<file path="src/design/tsp_pkg.sv">
// Shared types, constants and the square-root step of the speed profile block.
package tsp_pkg;

    localparam int WORD_W      = 32;
    localparam int SQ_W        = 2 * WORD_W;
    localparam int DIST_W      = SQ_W + 1;
    localparam int REM_W       = WORD_W + 3;
    localparam int CFG_IDX_W   = 3;
    localparam int ROOT_STEPS  = WORD_W;
    localparam int DIV_STEPS   = SQ_W;
    localparam int QUEUE_DEPTH = 4;
    localparam int QPTR_W      = $clog2(QUEUE_DEPTH);

    typedef enum logic [CFG_IDX_W-1:0] {
        REG_DIST = 3'd0,
        REG_VMAX = 3'd1,
        REG_ACC  = 3'd2,
        REG_VEND = 3'd3,
        REG_VBEG = 3'd4
    } reg_idx_t;

    typedef enum logic [1:0] {
        PH_ACCEL  = 2'd0,
        PH_CRUISE = 2'd1,
        PH_DECEL  = 2'd2,
        PH_DONE   = 2'd3
    } phase_t;

    typedef struct packed {
        logic [WORD_W-1:0] span;
        logic [WORD_W-1:0] vmax;
        logic [WORD_W-1:0] acc;
        logic [WORD_W-1:0] vend;
        logic [WORD_W-1:0] vbeg;
    } cfg_t;

    typedef struct packed {
        logic                     degenerate;
        logic                     busy;
        logic [WORD_W-1:0]        peak;
        logic signed [DIST_W-1:0] accel_end;
        logic signed [DIST_W-1:0] decel_start;
        logic [SQ_W-1:0]          vbeg2;
        logic [SQ_W-1:0]          vend2;
    } derive_t;

    typedef struct packed {
        phase_t            phase;
        logic              use_root;
        logic [WORD_W-1:0] direct;
        logic [SQ_W-1:0]   arg;
    } q_item_t;

    typedef struct packed {
        logic [REM_W-1:0]  rem;
        logic [WORD_W-1:0] root;
        logic [SQ_W-1:0]   x;
    } root_st_t;

    function automatic root_st_t root_step(root_st_t s);
        logic [REM_W-1:0] cur;
        logic [REM_W-1:0] trial;
        root_st_t         r;
        cur   = {s.rem[REM_W-3:0], s.x[SQ_W-1:SQ_W-2]};
        trial = {1'b0, s.root, 2'b01};
        r.x   = {s.x[SQ_W-3:0], 2'b00};
        if (cur >= trial)
        begin
            r.rem  = cur - trial;
            r.root = {s.root[WORD_W-2:0], 1'b1};
        end
        else
        begin
            r.rem  = cur;
            r.root = {s.root[WORD_W-2:0], 1'b0};
        end
        return r;
    endfunction

endpackage

</file>
<file path="src/design/tsp_if.sv">
// Request channels of the speed profile block: position in, command out.
interface tsp_in_if;
    logic               valid;
    logic               ready;
    logic signed [31:0] travelled;

    modport source (output valid, output travelled, input ready);
    modport sink (input valid, input travelled, output ready);
endinterface


</file>
<file path="src/design/tsp_front.sv">
// Front end: accept positions, clamp and classify them, form the root argument.
module tsp_front (
    input  logic             clk,
    input  logic             rst_n,
    input  tsp_pkg::cfg_t    cfg,
    input  tsp_pkg::derive_t drv,
    tsp_in_if.sink           sample,
    output logic             push_valid,
    input  logic             push_ready,
    output tsp_pkg::q_item_t push_item
);
    import tsp_pkg::*;

    typedef struct packed {
        phase_t            phase;
        logic              use_root;
        logic              sel_vend;
        logic [WORD_W-1:0] d;
        logic [WORD_W-1:0] direct;
    } cls_t;

    logic              f1_v_reg;
    cls_t              f1_reg;
    logic              f2_v_reg;
    cls_t              f2_reg;
    logic [SQ_W-1:0]   prod_reg;

    logic [WORD_W-1:0]        raw;
    logic [WORD_W-1:0]        pos;
    logic signed [DIST_W-1:0] pos_s;
    cls_t                     cls;
    logic                     f1_adv;
    logic                     f2_adv;
    logic                     accept;
    logic [SQ_W-1:0]          v2;
    logic [SQ_W+1:0]          sum;

    always_comb
    begin
        raw   = sample.travelled;
        pos   = raw[WORD_W-1] ? '0 : ((raw < cfg.span) ? raw : cfg.span);
        pos_s = $signed({{(DIST_W-WORD_W){1'b0}}, pos});
        cls   = '{phase: PH_DONE, use_root: 1'b0, sel_vend: 1'b0, d: '0, direct: cfg.vend};
        if (drv.degenerate || (pos >= cfg.span))
        begin
            cls.phase = PH_DONE;
        end
        else if (pos_s < drv.accel_end)
        begin
            cls.phase    = PH_ACCEL;
            cls.use_root = 1'b1;
            cls.d        = pos;
        end
        else if (pos_s < drv.decel_start)
        begin
            cls.phase  = PH_CRUISE;
            cls.direct = drv.peak;
        end
        else
        begin
            cls.phase    = PH_DECEL;
            cls.use_root = 1'b1;
            cls.sel_vend = 1'b1;
            cls.d        = cfg.span - pos;
        end
    end

    assign f2_adv       = !f2_v_reg || push_ready;
    assign f1_adv       = !f1_v_reg || f2_adv;
    assign sample.ready = f1_adv && !drv.busy;
    assign accept       = sample.valid && sample.ready;

    always_ff @(posedge clk or negedge rst_n)
    begin
        if (!rst_n)
        begin
            f1_v_reg <= 1'b0;
            f2_v_reg <= 1'b0;
        end
        else
        begin
            if (f1_adv)
            begin
                f1_v_reg <= accept;
            end
            if (f2_adv)
            begin
                f2_v_reg <= f1_v_reg;
            end
        end
    end

    always_ff @(posedge clk)
    begin
        if (f1_adv && accept)
        begin
            f1_reg <= cls;
        end
        if (f2_adv && f1_v_reg)
        begin
            f2_reg   <= f1_reg;
            prod_reg <= SQ_W'(cfg.acc) * SQ_W'(f1_reg.d);
        end
    end

    always_comb
    begin
        v2  = f2_reg.sel_vend ? drv.vend2 : drv.vbeg2;
        sum = {2'b00, v2} + {1'b0, prod_reg, 1'b0};
        push_item.phase    = f2_reg.phase;
        push_item.use_root = f2_reg.use_root;
        push_item.direct   = f2_reg.direct;
        push_item.arg      = (sum[SQ_W+1:SQ_W] != 2'b00) ? {SQ_W{1'b1}} : sum[SQ_W-1:0];
    end

    assign push_valid = f2_v_reg;

endmodule

</file>
<file path="src/flat_wrapper.sv">
// flat-port wrapper written by rule: the top's interface ports become plain ports
module tsp_front_flat import tsp_pkg::*;
  (clk, rst_n, cfg, drv, push_valid, push_ready, push_item, sample_valid, sample_travelled, sample_ready);
  tsp_in_if sample_i ();
  input  logic clk;
  input  logic rst_n;
  input  tsp_pkg::cfg_t cfg;
  input  tsp_pkg::derive_t drv;
  output logic push_valid;
  input  logic push_ready;
  output tsp_pkg::q_item_t push_item;
  input wire logic [$bits(sample_i.valid)-1:0] sample_valid;
  input wire logic [$bits(sample_i.travelled)-1:0] sample_travelled;
  output wire logic [$bits(sample_i.ready)-1:0] sample_ready;
  assign sample_i.valid = sample_valid;
  assign sample_i.travelled = sample_travelled;
  assign sample_ready = sample_i.ready;
  tsp_front u_core (.clk(clk), .rst_n(rst_n), .cfg(cfg), .drv(drv), .sample(sample_i), .push_valid(push_valid), .push_ready(push_ready), .push_item(push_item));
endmodule
</file>
<file path="config.mk">
export PLATFORM = sky130hd
export DESIGN_NAME = tsp_front_flat
export DESIGN_NICKNAME = d
export VERILOG_FILES = /design/src/design/tsp_pkg.sv /design/src/design/tsp_if.sv /design/src/design/tsp_front.sv /design/src/flat_wrapper.sv
export SDC_FILE = /design/constraint.sdc
export NUM_CORES = 2
export LEC_CHECK = 0
export ABC_AREA = 1
export BUFFER_PORTS_ARGS = -buffer_cell sky130_fd_sc_hd__buf_2
export CORE_ASPECT_RATIO = 1.5
export CORE_MARGIN = 4
export CORE_UTILIZATION = 62
export DETAILED_ROUTE_END_ITERATION = 10
export PLACE_DENSITY = 0.81
export SYNTH_ARGS = -nofsm -noshare
export SYNTH_HDL_FRONTEND = slang
export SYNTH_SLANG_ARGS = --single-unit
</file>
<file path="constraint.sdc">
create_clock -name clk -period 9.35 [get_ports clk]
set_input_delay 0.935 -clock clk [delete_from_list [all_inputs] [get_ports clk]]
set_output_delay 0.935 -clock clk [all_outputs]
set_load 0.02 [all_outputs]
</file>
# Yosys cells after proc, flatten, opt, wreduce, memory -nomap -nowiden
# Cells that the tools add are included.
word_totals:
  input_bits: 488
  reg_bits: 170
  elab_cells: 42
  out_inout_bits: 101
classes:
  n_addsub: 2
  n_reduce_logical: 12
  n_mux: 11
  multipliers: 1
  magnitude_cmp: 4
ops:
  columns: ["op", "n"]
  rows:
  - ["32-bit 2-to-1 mux", 6]
  - ["33-bit by 65-bit less-than comparator with 1-bit output", 2]
  - ["64-bit 2-to-1 mux", 2]
  - ["64-bit by 65-bit adder with 66-bit output", 1]
  - ["32-bit by 32-bit multiplier with 64-bit output", 1]
  - ["34-bit 2-to-1 mux", 1]
  - ["32-bit greater-or-equal comparator", 1]
  - ["32-bit less-than comparator", 1]
  - ["32-bit subtractor", 1]
  - ["1-bit logical AND", 4]
  - ["1-bit logical NOT", 3]
  - ["1-bit logical OR", 3]
  - ["3-bit 2-to-1 mux", 1]
  - ["2-bit 2-to-1 mux", 1]
  - ["2-bit nonzero test", 1]
  - ["2-bit OR reduction", 1]

# Logic depth before layout (Yosys ltp)
logic_depth:
  word_depth: 7
  ltp_mapped: 33
  mapped_depth_nobuf: 32

# Worst setup path after synthesis
# OpenSTA, ideal clock, no wires.
synth_path:
  path_kind: "input-to-reg"
  startpoint: "input port cfg[76] (netlist name)"
  endpoint: "register u_core.prod_reg[53] (data pin)"
  arrival_time_ps: 7104
  setup_time_ps: 259
  n_path_buf: 1
  setup_slack_ps: 1987
  stages: 27
  t_required_ps: 9091
  cell_sequence: "clkbuf_1 nand2_1 inv_1 fa_1 fa_1 fa_1 inv_1 fa_1 inv_1 fa_1 inv_1 fa_1 inv_1 fa_1 inv_1 fa_1 inv_1 ha_1 a21o_1 a21boi_0 o21ai_0 a21oi_1 nand2_1 a21boi_0 o21ai_0 a21oi_1 xnor2_1"
synth_via:
  elab_chain_cells: 1
synth_lines:
  columns: ["item", "line", "source"]
  rows:
  - ["start: declaration", "flat_wrapper.sv:7", "input tsp_pkg::cfg_t cfg;"]
  - ["32-bit by 32-bit multiplier with 64-bit output", "tsp_front.sv:102", "prod_reg <= SQ_W'(cfg.acc) * SQ_W'(f1_reg.d);"]
  - ["end signal: assignment", "tsp_front.sv:102", null]
  - ["end: declaration", "tsp_front.sv:26", "logic [SQ_W-1:0] prod_reg;"]
# Every way passes these cells.
# A chain may end at the register's enable or synchronous reset.

# Final worst setup path
layout_path:
  startpoint: "input port cfg[73] (netlist name)"
  endpoint: "register u_core.prod_reg[53] (data pin)"
# The elaborated chain is that of the path after synthesis.

==> results.py <==
metrics = {
    "sta": {
        "setup_viol": 0,
        "clock_skew_ns": 0.02415,
        "tightest_slew_ns": 1.178,
        "finalCritPeriodShare_pct": 87.04,
        "rsz0062_at_grt": "false",
        "post-route-min-period_ns": 8.138,
        "hold_slack_ns": 0.1640,
        "finalHoldViolations": 0,
        "fmax_mhz": 122.9,
        "relSlewSlack_pct": 21.49,
        "slew_viol_final": 0,
        "finalSetupTns_ns": 0,
    },
    "yosys": {
        "synthTopCellsByArea": "fa_1, inv_1, nand2_1, ha_1, edfxtp_1",
        "synth_edf_count": 168,
        "synthTopCellsByCount": "inv_1, nand2_1, fa_1",
        "ys.flop_type": "edfxtp_1",
        "synth_area_per_cell_um2": 7.631,
        "yosysWarnings": 0,
        "ys_ff_latch": 170,
        "synthArstFlopShare_pct": 1.176,
        "synth_top_cell_area_share_pct": 35.22,
        "yosysMostFrequentCell": "inv_1",
        "synth_cell_types": 55,
        "synth_area_mm2": 0.05104,
        "yosysTopAreaCell": "fa_1",
        "ys_seq_area_share_pct": 9.983,
        "synthesis.nets": 8525,
        "netlist_instances": 6688,
    },
    "clock_tree": {
        "root_buffer": "clkbuf_16",
        "hold_buffers": 0,
        "cts_tree": "yes",
        "postCtsSetupBuffers": 0,
        "ctsLongestPathBuffers": 2,
        "cts.repair.resized": 0,
        "cts-buffers-inserted": 17,
        "h-tree-depth": 4,
        "clk_pin_slew_ns": 0.10,
        "clk-insertion-delay-late_ns": 0.54,
        "cts.sinks": 170,
    },
    "global_routing": {
        "grt_pass1_wl_um": 250300,
        "grt_use_met2_pct": 66.16,
        "grt_usage_pct": 36.85,
        "gr-usage-met3_pct": 7.259,
        "use_met1_pct": 37.87,
        "first_global_vias": 48680,
        "antenna_found_initial": 23,
        "grt_max_degree": 70,
        "overflow": 0,
        "grt_busiest_layer": "met2",
    },
    "placement": {
        "io_buffers": 524,
        "dp_cells": 8077,
        "gp_congestion": 1.001,
        "hpwl_um": 135500,
        "placed_area_mm2": 0.05451,
    },
    "final_layout": {
        "drive_gt1_share_pct": 10.44,
        "fillers": 6927,
        "multi_input_area_mm2": 0.03769,
        "regArea_mm2": 0.005095,
        "final_area_mm2": 0.05518,
        "fin_nets": 8893,
        "stdcell_count": 8120,
        "largest_register_ffs": 68,
        "syn_to_final_growth_pct": 8.115,
    },
    "setup_path": {
        "cpPeakStageDelay_ns": 0.73,
        "required_ns": 9.65,
        "arrival_ns": 8.44,
        "crit_path_frequent_cell": "fa_1",
        "crit_fanout": 32,
        "crit_type": "primary input to flop",
        "endpoint_kind": "flop",
        "start_kind": "primary input",
        "slowest_stage": "buf_2",
    },
    "detailed_routing": {
        "ant_nets": 0,
        "drcViolationCount": 0,
        "vias_per_cell": 5.533,
        "firstDrtPassIters": 6,
        "drtIter0Drc": 2760,
        "wl_um": 159400,
        "dr_total_vias": 44930,
        "avgRoutedWirePerCell_um": 19.62,
    },
    "die": {
        "fp-row-count": 128,
        "io_pins": 589,
        "core_mm2": 0.08136,
        "die-width_um": 242.3,
        "start_util_pct": 62.73,
        "dieHeight_um": 359.4,
        "dieArea_mm2": 0.08707,
    },
    "min_path": {
        "hp-class": "primary input to asynchronous set/reset pin",
    },
    "status": {
        "outcome": "finished, final reports clean",
    },
    "job": {
        "cap_violations": 0,
    },
}
==> cell usage in the layout, fill, tap and decap left out, types with 5 or more instances in the layout <==
| cell | count |
|---|---|
| o21a_1 | 15 |
| nand2_1 | 1693 |
| nor3_1 | 58 |
| a21boi_0 | 12 |
| clkinv_8 | 5 |
| o21ai_0 | 138 |
| fa_1 | 898 |
| inv_1 | 1890 |
| nor4_1 | 13 |
| a21oi_1 | 237 |
| xnor2_1 | 58 |
| buf_4 | 91 |
| a21o_1 | 29 |
| o211ai_1 | 9 |
| diode_2 | 11 |
| clkbuf_16 | 17 |
| ha_1 | 451 |
| nand4_1 | 66 |
| mux2_2 | 62 |
| xor2_1 | 86 |
| a211oi_1 | 5 |
| a221oi_1 | 7 |
| o21bai_1 | 24 |
| a31oi_1 | 34 |
| edfxtp_1 | 168 |
| buf_2 | 524 |
| or2_2 | 6 |
| nor2_1 | 333 |
| inv_12 | 6 |
| nand3_1 | 77 |
==> cell families (layout without fill, tap and decap cells) <==
logic type               count (synthesis)  after routing  synth area share, %
flip-flops                             170            170                9.983
other                                    0             11                    0
multiplexers                            63             63                1.388
buffers and inverters                 2158           2539                16.21
AO/OA/AOI/OAI                          538            538                6.090
AND/OR/NAND/NOR                       2266           2266                17.58
adder cells (fa/ha/maj)               1349           1349                46.28
XOR/XNOR                               144            144                2.471
==> worst max-delay path: cells and delay by family <==
family	cells	cell delay (ns)
fa+ha+maj	9	4.28
compound gates	7	1.64
buf+inv	8	1.12
simple gates	2	0.32
xor+xnor	1	0.08
==> layer usage <==
layer | vias to the layer above | wire (µm) | part of all wire [%]
li1 | 20420 | - | -
met1 | 21360 | 51320 | 32
met2 | 2283 | 80510 | 51
met3 | 853 | 12640 | 7.9
met4 | 16 | 14790 | 9.3
met5 | - | 98 | 0.061
==> final timing paths <==
| kind | from | to | slack, ns | depth (start not counted) |
|---|---|---|---|---|
| min in group clk | u_core.f1_reg[28]$_DFFE_PP_ | u_core.push_item[92]$_DFFE_PP_ | 0.40 | 0 |
| setup / recovery | cfg[73] | u_core.prod_reg[53]$_DFFE_PP_ | 1.21 | 27 |
| setup reg to reg | u_core.f1_reg[35]$_SDFFCE_PP0P_ | u_core.prod_reg[53]$_DFFE_PP_ | 1.22 | 27 |
| hold reg to reg | u_core.f1_reg[28]$_DFFE_PP_ | u_core.push_item[92]$_DFFE_PP_ | 0.40 | 0 |
| hold / removal | rst_n | u_core.push_valid$_DFFE_PN0P_ | 0.16 | 1 |
| max in group asynchronous | rst_n | u_core.f1_v_reg$_DFFE_PN0N_ | 9.09 | 1 |
==> through the flow <==
step	utilization, %	setup slack (ns)
2_1_floorplan	-	1.987
3_3_place_gp	67.00	0.7753
3_5_place_dp	67.00	0.7397
4_1_cts	67.79	1.294
5_1_grt	67.81	0.8184
6_report	67.82	1.212
==> final cells by class <==
class                   count  area share (%)
diodes                     11         0.04989
clock buffers              17          0.7710
clock inverters            15          0.3923
inverters                1891           12.86
multi-input cells        4360           68.30
flip-flops and latches    170           9.233
well taps                1040           2.358
repair buffers            616           6.027
Power is not shown: default switching activity piles up to over one toggle a cycle in this logic, so the estimate is an artifact.
