**src/design/tsp_pkg.sv**
```systemverilog
// Shared types, constants and the square-root step of the speed profile block.
package tsp_pkg;

    localparam int WORD_W      = 32;
    localparam int SQ_W        = 2 * WORD_W;
    localparam int DIST_W      = SQ_W + 1;
    localparam int REM_W       = WORD_W + 3;
    localparam int CFG_IDX_W   = 3;
    localparam int ROOT_STEPS  = WORD_W;
    localparam int DIV_STEPS   = SQ_W;
    localparam int QUEUE_DEPTH = 4;
    localparam int QPTR_W      = $clog2(QUEUE_DEPTH);

    typedef enum logic [CFG_IDX_W-1:0] {
        REG_DIST = 3'd0,
        REG_VMAX = 3'd1,
        REG_ACC  = 3'd2,
        REG_VEND = 3'd3,
        REG_VBEG = 3'd4
    } reg_idx_t;

    typedef enum logic [1:0] {
        PH_ACCEL  = 2'd0,
        PH_CRUISE = 2'd1,
        PH_DECEL  = 2'd2,
        PH_DONE   = 2'd3
    } phase_t;

    typedef struct packed {
        logic [WORD_W-1:0] span;
        logic [WORD_W-1:0] vmax;
        logic [WORD_W-1:0] acc;
        logic [WORD_W-1:0] vend;
        logic [WORD_W-1:0] vbeg;
    } cfg_t;

    typedef struct packed {
        logic                     degenerate;
        logic                     busy;
        logic [WORD_W-1:0]        peak;
        logic signed [DIST_W-1:0] accel_end;
        logic signed [DIST_W-1:0] decel_start;
        logic [SQ_W-1:0]          vbeg2;
        logic [SQ_W-1:0]          vend2;
    } derive_t;

    typedef struct packed {
        phase_t            phase;
        logic              use_root;
        logic [WORD_W-1:0] direct;
        logic [SQ_W-1:0]   arg;
    } q_item_t;

    typedef struct packed {
        logic [REM_W-1:0]  rem;
        logic [WORD_W-1:0] root;
        logic [SQ_W-1:0]   x;
    } root_st_t;

    function automatic root_st_t root_step(root_st_t s);
        logic [REM_W-1:0] cur;
        logic [REM_W-1:0] trial;
        root_st_t         r;
        cur   = {s.rem[REM_W-3:0], s.x[SQ_W-1:SQ_W-2]};
        trial = {1'b0, s.root, 2'b01};
        r.x   = {s.x[SQ_W-3:0], 2'b00};
        if (cur >= trial)
        begin
            r.rem  = cur - trial;
            r.root = {s.root[WORD_W-2:0], 1'b1};
        end
        else
        begin
            r.rem  = cur;
            r.root = {s.root[WORD_W-2:0], 1'b0};
        end
        return r;
    endfunction

endpackage

```
**src/design/tsp_queue.sv**
```systemverilog
// Short queue between the classifying front end and the root pipeline.
module tsp_queue (
    input  logic             clk,
    input  logic             rst_n,
    input  logic             push_valid,
    output logic             push_ready,
    input  tsp_pkg::q_item_t push_item,
    output logic             pop_valid,
    input  logic             pop_ready,
    output tsp_pkg::q_item_t pop_item
);
    import tsp_pkg::*;

    q_item_t           slot_reg [QUEUE_DEPTH];
    logic [QPTR_W-1:0] wr_reg;
    logic [QPTR_W-1:0] rd_reg;
    logic [QPTR_W:0]   count_reg;
    logic              push;
    logic              pop;

    assign push_ready = count_reg != (QPTR_W+1)'(QUEUE_DEPTH);
    assign pop_valid  = count_reg != '0;
    assign pop_item   = slot_reg[rd_reg];
    assign push       = push_valid && push_ready;
    assign pop        = pop_valid && pop_ready;

    always_ff @(posedge clk or negedge rst_n)
    begin
        if (!rst_n)
        begin
            wr_reg    <= '0;
            rd_reg    <= '0;
            count_reg <= '0;
        end
        else
        begin
            if (push)
            begin
                wr_reg <= wr_reg + 1'b1;
            end
            if (pop)
            begin
                rd_reg <= rd_reg + 1'b1;
            end
            if (push && !pop)
            begin
                count_reg <= count_reg + 1'b1;
            end
            else if (pop && !push)
            begin
                count_reg <= count_reg - 1'b1;
            end
        end
    end

    always_ff @(posedge clk)
    begin
        if (push)
        begin
            slot_reg[wr_reg] <= push_item;
        end
    end

endmodule

```
**config.mk**
```make
export PLATFORM = sky130hd
export DESIGN_NAME = tsp_queue
export DESIGN_NICKNAME = d
export VERILOG_FILES = /design/src/design/tsp_pkg.sv /design/src/design/tsp_queue.sv
export SDC_FILE = /design/constraint.sdc
export NUM_CORES = 1
export LEC_CHECK = 0
export BUFFER_PORTS_ARGS = -buffer_cell sky130_fd_sc_hd__buf_2
export CAP_MARGIN = 20
export CORE_ASPECT_RATIO = 0.7
export CORE_MARGIN = 8
export CORE_UTILIZATION = 40
export CTS_BUF_LIST = sky130_fd_sc_hd__clkbuf_2 sky130_fd_sc_hd__clkbuf_4 sky130_fd_sc_hd__clkbuf_8
export CTS_CLUSTER_SIZE = 12
export DETAILED_ROUTE_END_ITERATION = 10
export PLACE_DENSITY = 0.69
export SLEW_MARGIN = 0
export SYNTH_ARGS = -nofsm -noshare
export SYNTH_HDL_FRONTEND = slang
export SYNTH_SLANG_ARGS = --single-unit
```
**constraint.sdc**
```tcl
create_clock -name clk -period 4.77 [get_ports clk]
set_input_delay 0.954 -clock clk [delete_from_list [all_inputs] [get_ports clk]]
set_output_delay 0.954 -clock clk [all_outputs]
set_load 0.05 [all_outputs]
```
## After elaboration in Yosys (flattened, before gate mapping)

Memories as Yosys holds them, arrays and structs flattened.
Cells that the tools add are included.

| storage, ports and cells | value |
|---|---|
| register bits | 7 |
| RAM bits | 396 |
| bits of input ports | 103 |
| output and inout port bits | 101 |
| word-level logic and storage cells | 21 |
| memories kept | 1 |

Memory list:

| name | words | bits a word | rd ports | clocked after memory_dff | wr ports | line | source |
|---|---|---|---|---|---|---|---|
| slot_reg | 4 | 99 | 1 | 0 | 1 | tsp_queue.sv:14 | `q_item_t slot_reg [QUEUE_DEPTH];` |

| cells by class | value |
|---|---|
| $add $sub $neg | 4 |
| eq/ne operators | 1 |
| mux-type cells | 4 |
| reduce and logical (&&, ||, !) cells | 8 |

Operators with widths:

| kind | number |
|---|---|
| 2-to-1 mux 3 bit | 2 |
| adder 2 x 1 -> 2 bit (second input constant) | 2 |
| logical AND 1 bit | 4 |
| adder 3 x 1 -> 3 bit (second input constant) | 1 |
| inequality test 3 bit (second input constant) | 1 |
| nonzero test 3 bit | 1 |
| subtractor 3 x 1 -> 3 bit (second input constant) | 1 |
| logical NOT 1 bit | 2 |
| 2-to-1 mux 1 bit | 2 |
| nonzero test 2 bit | 1 |

## Depth between registers and ports, before layout

Gate-level depths: netlist (run 1).

| depth | value |
|---|---|
| word-level depth | 6 |
| mapped depth | 8 |
| mapped depth without buffers | 8 |

## Worst setup path after synthesis (run 1)

No wires, ideal clock.

| path | value |
|---|---|
| kind | input -> register |
| start point | input push_valid |
| end point | memory slot_reg[0][0] (netlist name), enable pin |
| library setup time | 0.469 ns |
| arrival time | 3.550 ns |
| slack | 0.751 ns |
| cell stages on the path | 2 |
| path buffers | 0 |
| cell sequence | a21boi_2 > and2_1 |

| on the way | value |
|---|---|
| word-level cells in the longest chain between the ends | 3 |

RTL lines:

| element | line | source |
|---|---|---|
| from (decl) | tsp_queue.sv:5 | `input logic push_valid,` |
| logical AND 1 bit | tsp_queue.sv:24 | `assign push = push_valid && push_ready;` |
| 2-to-1 mux 1 bit | tsp_queue.sv:58 | `if (push)` |
| 2-to-1 mux 1 bit (implied by the code) | tsp_queue.sv:60 | `slot_reg[wr_reg] <= push_item;` |
| to (decl) | tsp_queue.sv:14 |  |

Every way passes these cells.

==> flow_summary.yaml, run 1 <==
layout:
  fillers: 2920
  fin_util_pct: 48.57
  drive_gt1_share_pct: 48.52
  seqCellArea_mm2: 0.01207
  area_growth_pct: 19.15
  fin_cells: 1329
  layout_commonest_cell: "edfxtp_1"
  design_area_mm2: 0.01752
  largest_reg_flops: 396
  mostFrequentLayoutCells: "edfxtp_1 (396), buf_2 (203), mux4_2 (99)"
  multiInputGateArea_mm2: 0.002460
  nNetsFinal: 916
drt:
  wire_per_inst_um: 21.97
  route.detailed.drc: 0
  route.vias.total: 6634
  firstDrtPassIters: 5
  drt_iter0_drc: 437
  ant_nets: 0
  drt-total-wl_um: 29200
  drt-vias-per-instance: 4.992
sta:
  final.setup.tns_ns: 0
  hold_slack_ns: 0.1730
  finalCritPeriodShare_pct: 76.70
  setup_viol: 0
  tightestPinTransition_ns: 0.9581
  slew_headroom_pct: 36.12
  min_period_ns: 3.659
  fin_ws_ns: 1.111
  slew_violations: 0
  max_freq_ghz: 0.2733
  final_hold_viol_count: 0
  rsz0062_at_grt: "false"
  skew_ns: 0.03284
pwr:
  vdd_drop_max_v: 0.0003541
  power_mw: 12.56
  powerDensity_mw_per_mm2: 716.9
  leakage_nw: 5.955
global_route:
  global_route.usage.total_pct: 13.35
  grt_pass1_vias: 7366
  antenna_found_initial: 3
  grt_max_degree: 60
  grt_pass1_wl_um: 44410
  grt_overflow: 0
cts:
  cts_buffer_depth: 3
  h-tree-depth: 2
  cts_root_buf: "clkbuf_8"
  cts.sink_count: 403
  holdBufCountCts: 0
  path_clk_slew_ns: 0.07
  tritoncts: "built"
  cts_made_buffers: 60
  cts_setup_buffers: 0
  clk_latency_ns: 0.61
  cts_resized: 0
critical_path:
  slowest_stage: "dfrtp_4"
  cp.required_ns: 3.82
  path_cells: "buf_12, mux4_2, buf_2"
  rrSetupSlack_ns: 2.32
  max_stage_delay_ns: 0.87
  startpoint_type: "flop"
  cp-end-kind: "primary output"
  path_buf_inv: 2
  path_delay_family: "flip-flops"
  path_class: "reg2out"
  crit_fanout: 38
  crit_arrival_ns: 2.70
placement:
  globalplace.congestion: 0.6607
  io_buffers: 203
  place_inst: 1225
  placedInstanceArea_mm2: 0.01633
  hpwl_um: 17820
  dp_slack_ns: 1.653
run:
  max-cap-violations: 0
floorplan:
  start_util_pct: 40.77
  die_x_um: 245.2
  pin_count: 204
  die-area_mm2: 0.04325
  die_h_um: 176.4
  row_count: 58
  coreArea_mm2: 0.03607
yosys:
  synthesis.area_mm2: 0.01470
  syn-num-nets: 661
  ys_ff_latch: 403
  ys_seq_area_share_pct: 82.07
  ys_types: 19
  synth-edff-count: 396
  synthFlopType: "edfxtp_1"
  syn_area_per_cell_um2: 26.64
  synthCells: 552
  async_flop_share_pct: 1.737
  yosysWarnings: 0
run_status:
  outcome: "complete, no violations"
min_path:
  min_path_type: "in2async"
-- Yosys cell counts, types with 3 or more instances --
cell	n	share of area, %
inv_1	3	0.077
xnor2_1	4	0.24
dfrtp_1	7	1.2
edfxtp_1	396	81
buf_6	10	0.77
mux4_2	99	15
ha_1	5	0.43
and2_1	4	0.17
buf_2	8	0.27
-- routing by layer --
metal	routed length [um]	share of wire, %	GRT usage, %	vias up
met4	522	1.8	3.766	2
li1	-	-	-	2897
met3	2014	6.9	4.257	55
met5	8	0.027	0	-
met2	14360	49	21.94	178
met1	12290	42	16.99	3502
-- final cells by class --
class	count	area share (%)
inverters	3	0.06428
multi-input cells	124	14.04
clock inverters	24	1.214
clock buffers	78	5.557
flip-flops and latches	403	68.92
well taps	480	3.428
repair buffers	215	6.742
diodes	2	0.02857
-- cell families (layout without fill, tap and decap cells) --
family	count (synthesis)	count (layout)	synth area share, %
DFF	403	403	82.07
muxes	101	101	15.32
buffers and inverters	25	320	1.268
and+or+nand+nor	10	10	0.3489
adders and majority gates	6	6	0.5617
xor gates and xnor gates	6	6	0.3574
AOI/OAI and AO/OA	1	1	0.07658
other	0	2	0
-- power by group --
part / switching (mW) / internal [mW]
Combinational: 3.32 / 1.44
Sequential: 0.336 / 4.68
Clock: 1.23 / 1.54
Total: 4.89 / 7.66
-- worst paths after layout --
path	from	end	cells past startpoint
max in group asynchronous	rst_n	rd_reg[1]	1
min in group clk	count_reg[2]	count_reg[2]	1
min reg2reg	count_reg[2]	count_reg[2]	1
min	rst_n	wr_reg[1]	1
max	rd_reg[0]	pop_item[65]	3
max reg2reg	count_reg[0]	slot_reg[0][18]	4
Power figures use the tool's default switching activity.
==> run 2: changes to the inputs <==
- ABC_AREA: unset -> 1
- PLACE_DENSITY: 0.69 -> 0.71
- clock period: 4.77 -> 3.05 ns (I/O delays scaled with it)
==> run 2 against run 1 <==
Against the previous run: power is 76% higher; sequential share of layout area is 6.9 points lower; sequential power is 52% higher; clock skew is 0.014 ns lower; highest routed layer unchanged; critical path type unchanged; worst hold slack better by 0.052 ns.
==> flow_summary.yaml, run 2 <==
run_status:
  outcome: "complete, no violations"
drt:
  wire_per_inst_um: 17.04
  firstDrtPassIters: 5
  route.detailed.drc: 0
  drt_iter0_drc: 494
  drt-vias-per-instance: 4.715
  ant_nets: 0
  drt-total-wl_um: 34760
  route.vias.total: 9619
layout:
  multiInputGateArea_mm2: 0.003103
  drive_gt1_share_pct: 26.32
  mostFrequentLayoutCells: "edfxtp_1 (396), nand2_1 (314), inv_1 (211)"
  nNetsFinal: 1556
  fin_util_pct: 47.66
  seqCellArea_mm2: 0.01207
  area_growth_pct: 18.09
  fin_cells: 2040
  layout_commonest_cell: "edfxtp_1"
  design_area_mm2: 0.01945
  largest_reg_flops: 396
  fillers: 3576
placement:
  dp_slack_ns: 0.7032
  io_buffers: 203
  placedInstanceArea_mm2: 0.01806
  globalplace.congestion: 0.7062
  hpwl_um: 20730
  place_inst: 1919
yosys:
  synthCells: 1213
  synthFlopType: "edfxtp_1"
  ys_ff_latch: 403
  yosysMostFrequentCell: "edfxtp_1"
  synth-xor-area-share_pct: 0.05318
  syn_area_per_cell_um2: 13.58
  synthesis.area_mm2: 0.01647
  synth_largest_area_cell: "edfxtp_1"
  ys_top_cells_by_count: "edfxtp_1 (396), nand2_1 (314), inv_1 (212)"
  synth_top_cell_area_share_pct: 72.20
  synth_simple_gate_area_share_pct: 7.498
  syn-num-nets: 1322
  ys_seq_area_share_pct: 73.27
  yosysWarnings: 0
  synth_top_family_by_area: "compound AO/OA/AOI/OAI gates"
  synth_compound_area_share_pct: 10.58
  muxShareOfSynthArea_pct: 0
  async_flop_share_pct: 1.737
  ys_types: 19
  synth-edff-count: 396
  synth_fa_ha_area_share_pct: 0.5014
  synth.area.top_cells: "edfxtp_1 (72%), nand2_1 (7.2%), o211ai_1 (6.7%)"
floorplan:
  die_x_um: 258.5
  start_util_pct: 40.36
  row_count: 62
  coreArea_mm2: 0.04080
  pin_count: 204
  die_h_um: 185.8
  die-area_mm2: 0.04803
pwr:
  combPwrFrac_pct: 44.3
  switching_share_pct: 44.57
  vdd_drop_max_v: 0.0009150
  power_mw: 22.05
  power_frac_clock_pct: 21.1
  power_frac_seq_pct: 34.6
  p_int_mw: 12.22
  p_switching_mw: 9.828
  powerDensity_mw_per_mm2: 1134
  leakage_nw: 7.861
critical_path:
  cp-end-kind: "primary output"
  r2r_cells: 9
  path_class: "reg2out"
  crit_fanout: 23
  setup.worst_path.end: "pop_item[26]"
  r2r_end: "count_reg[1]"
  crit_arrival_ns: 2.27
  startpoint_type: "flop"
  cp.required_ns: 2.44
  rr_startpoint: "count_reg[0]"
  rrSetupSlack_ns: 0.98
  critPathLaunch: "rd_reg[0]"
global_route:
  grt_max_degree: 86
  antenna_found_initial: 10
  global_route.usage.total_pct: 13.99
  grt_pass1_wl_um: 52920
  grt_pass1_vias: 9909
  grt_overflow: 0
sta:
  tightestPinTransition_ns: 0.4420
  max_freq_ghz: 0.3474
  slew_headroom_pct: 70.46
  fin_ws_ns: 0.1719
  final_hold_viol_count: 0
  slew_violations: 0
  rsz0062_at_grt: "false"
  finalCritPeriodShare_pct: 94.37
  final.setup.tns_ns: 0
  hold_slack_ns: 0.2250
  skew_ns: 0.01852
  min_period_ns: 2.878
  setup_viol: 0
run:
  max-cap-violations: 0
cts:
  h-tree-depth: 3
  tritoncts: "built"
  cts_setup_buffers: 0
  cts_made_buffers: 66
  cts.sink_count: 403
  cts_root_buf: "clkbuf_8"
  cts_buffer_depth: 3
  path_clk_slew_ns: 0.06
  clk_latency_ns: 0.59
min_path:
  min-delay-start: "push_item[92]"
  min_path_type: "in2reg"
run 2: cell count changes after synthesis, moves of 3 or more:
| cell | before | now |
|---|---|---|
| nand2_1 | 2 | 314 |
| inv_1 | 3 | 212 |
| o211ai_1 | 0 | 148 |
| mux4_2 | 99 | 0 |
| o211ai_2 | 0 | 50 |
| buf_6 | 10 | 37 |
| clkbuf_1 | 2 | 12 |
| buf_1 | 0 | 6 |
| nand3_1 | 1 | 7 |
| and2_1 | 4 | 0 |
| xnor2_1 | 4 | 1 |
run 2: timing repair:
| item | 4_1_cts | 5_1_grt |
|---|---|---|
| setup endpoints to repair | 0 | 69 |
| hold endpoints to repair | 7 | 0 |
| resized for setup | 0 | 4 |
| hold buffers | 1 | 0 |
run 2: kinds of logic after synthesis:
family,Yosys count
flops,403
simple gates,326
buf+inv,278
compound gates,199
fa+ha+maj,6
xor+xnor,1
run 2: layout make-up:
cell class	instances	area share (%)
timing repair buffer	228	7.379
clock buffer	90	5.661
multi-input combinational	532	15.95
antenna	3	0.03860
timing repair inverter	2	0.09007
clock inverter	24	1.029
inverter	214	4.278
tap	544	3.500
sequential	403	62.07
run 2: worst min-delay path by stage:
stage | end | slack [ns] | cells past startpoint
after floorplan | count_reg[0] | 0.31 | 0
after detailed placement | rd_reg[1] | 0.46 | 1
after global routing | slot_reg[1][26] | 0.17 | 1
after global placement | count_reg[0] | 0.46 | 1
final | slot_reg[1][92] | 0.23 | 1
after CTS | slot_reg[2][93] | 0.16 | 1
run 2: worst max-delay path, stage by stage (launching register included):
cell and delay, ns:
dfrtp_2 0.51, bufinv_16 0.34, buf_4 0.26, nand2_1 0.08, o211ai_1 0.09, nand2_1 0.13
buf_2 0.24
run 2: power by group through the flow:
stage	registers [mW]	clock network, mW	logic, mW
floorplan	7.63	0	7.61
global placement	7.67	0	9.62
detailed placement	7.72	0	9.74
CTS	7.61	4.82	9.77
global route	7.70	5.06	10.5
finish	7.62	4.66	9.77
run 2: per-layer routing:
layer,global-route usage (%),share of wire (%)
met5,0,0.15
met4,4.490,1.8
met3,5.120,7.4
met2,23.24,47
met1,16.92,44
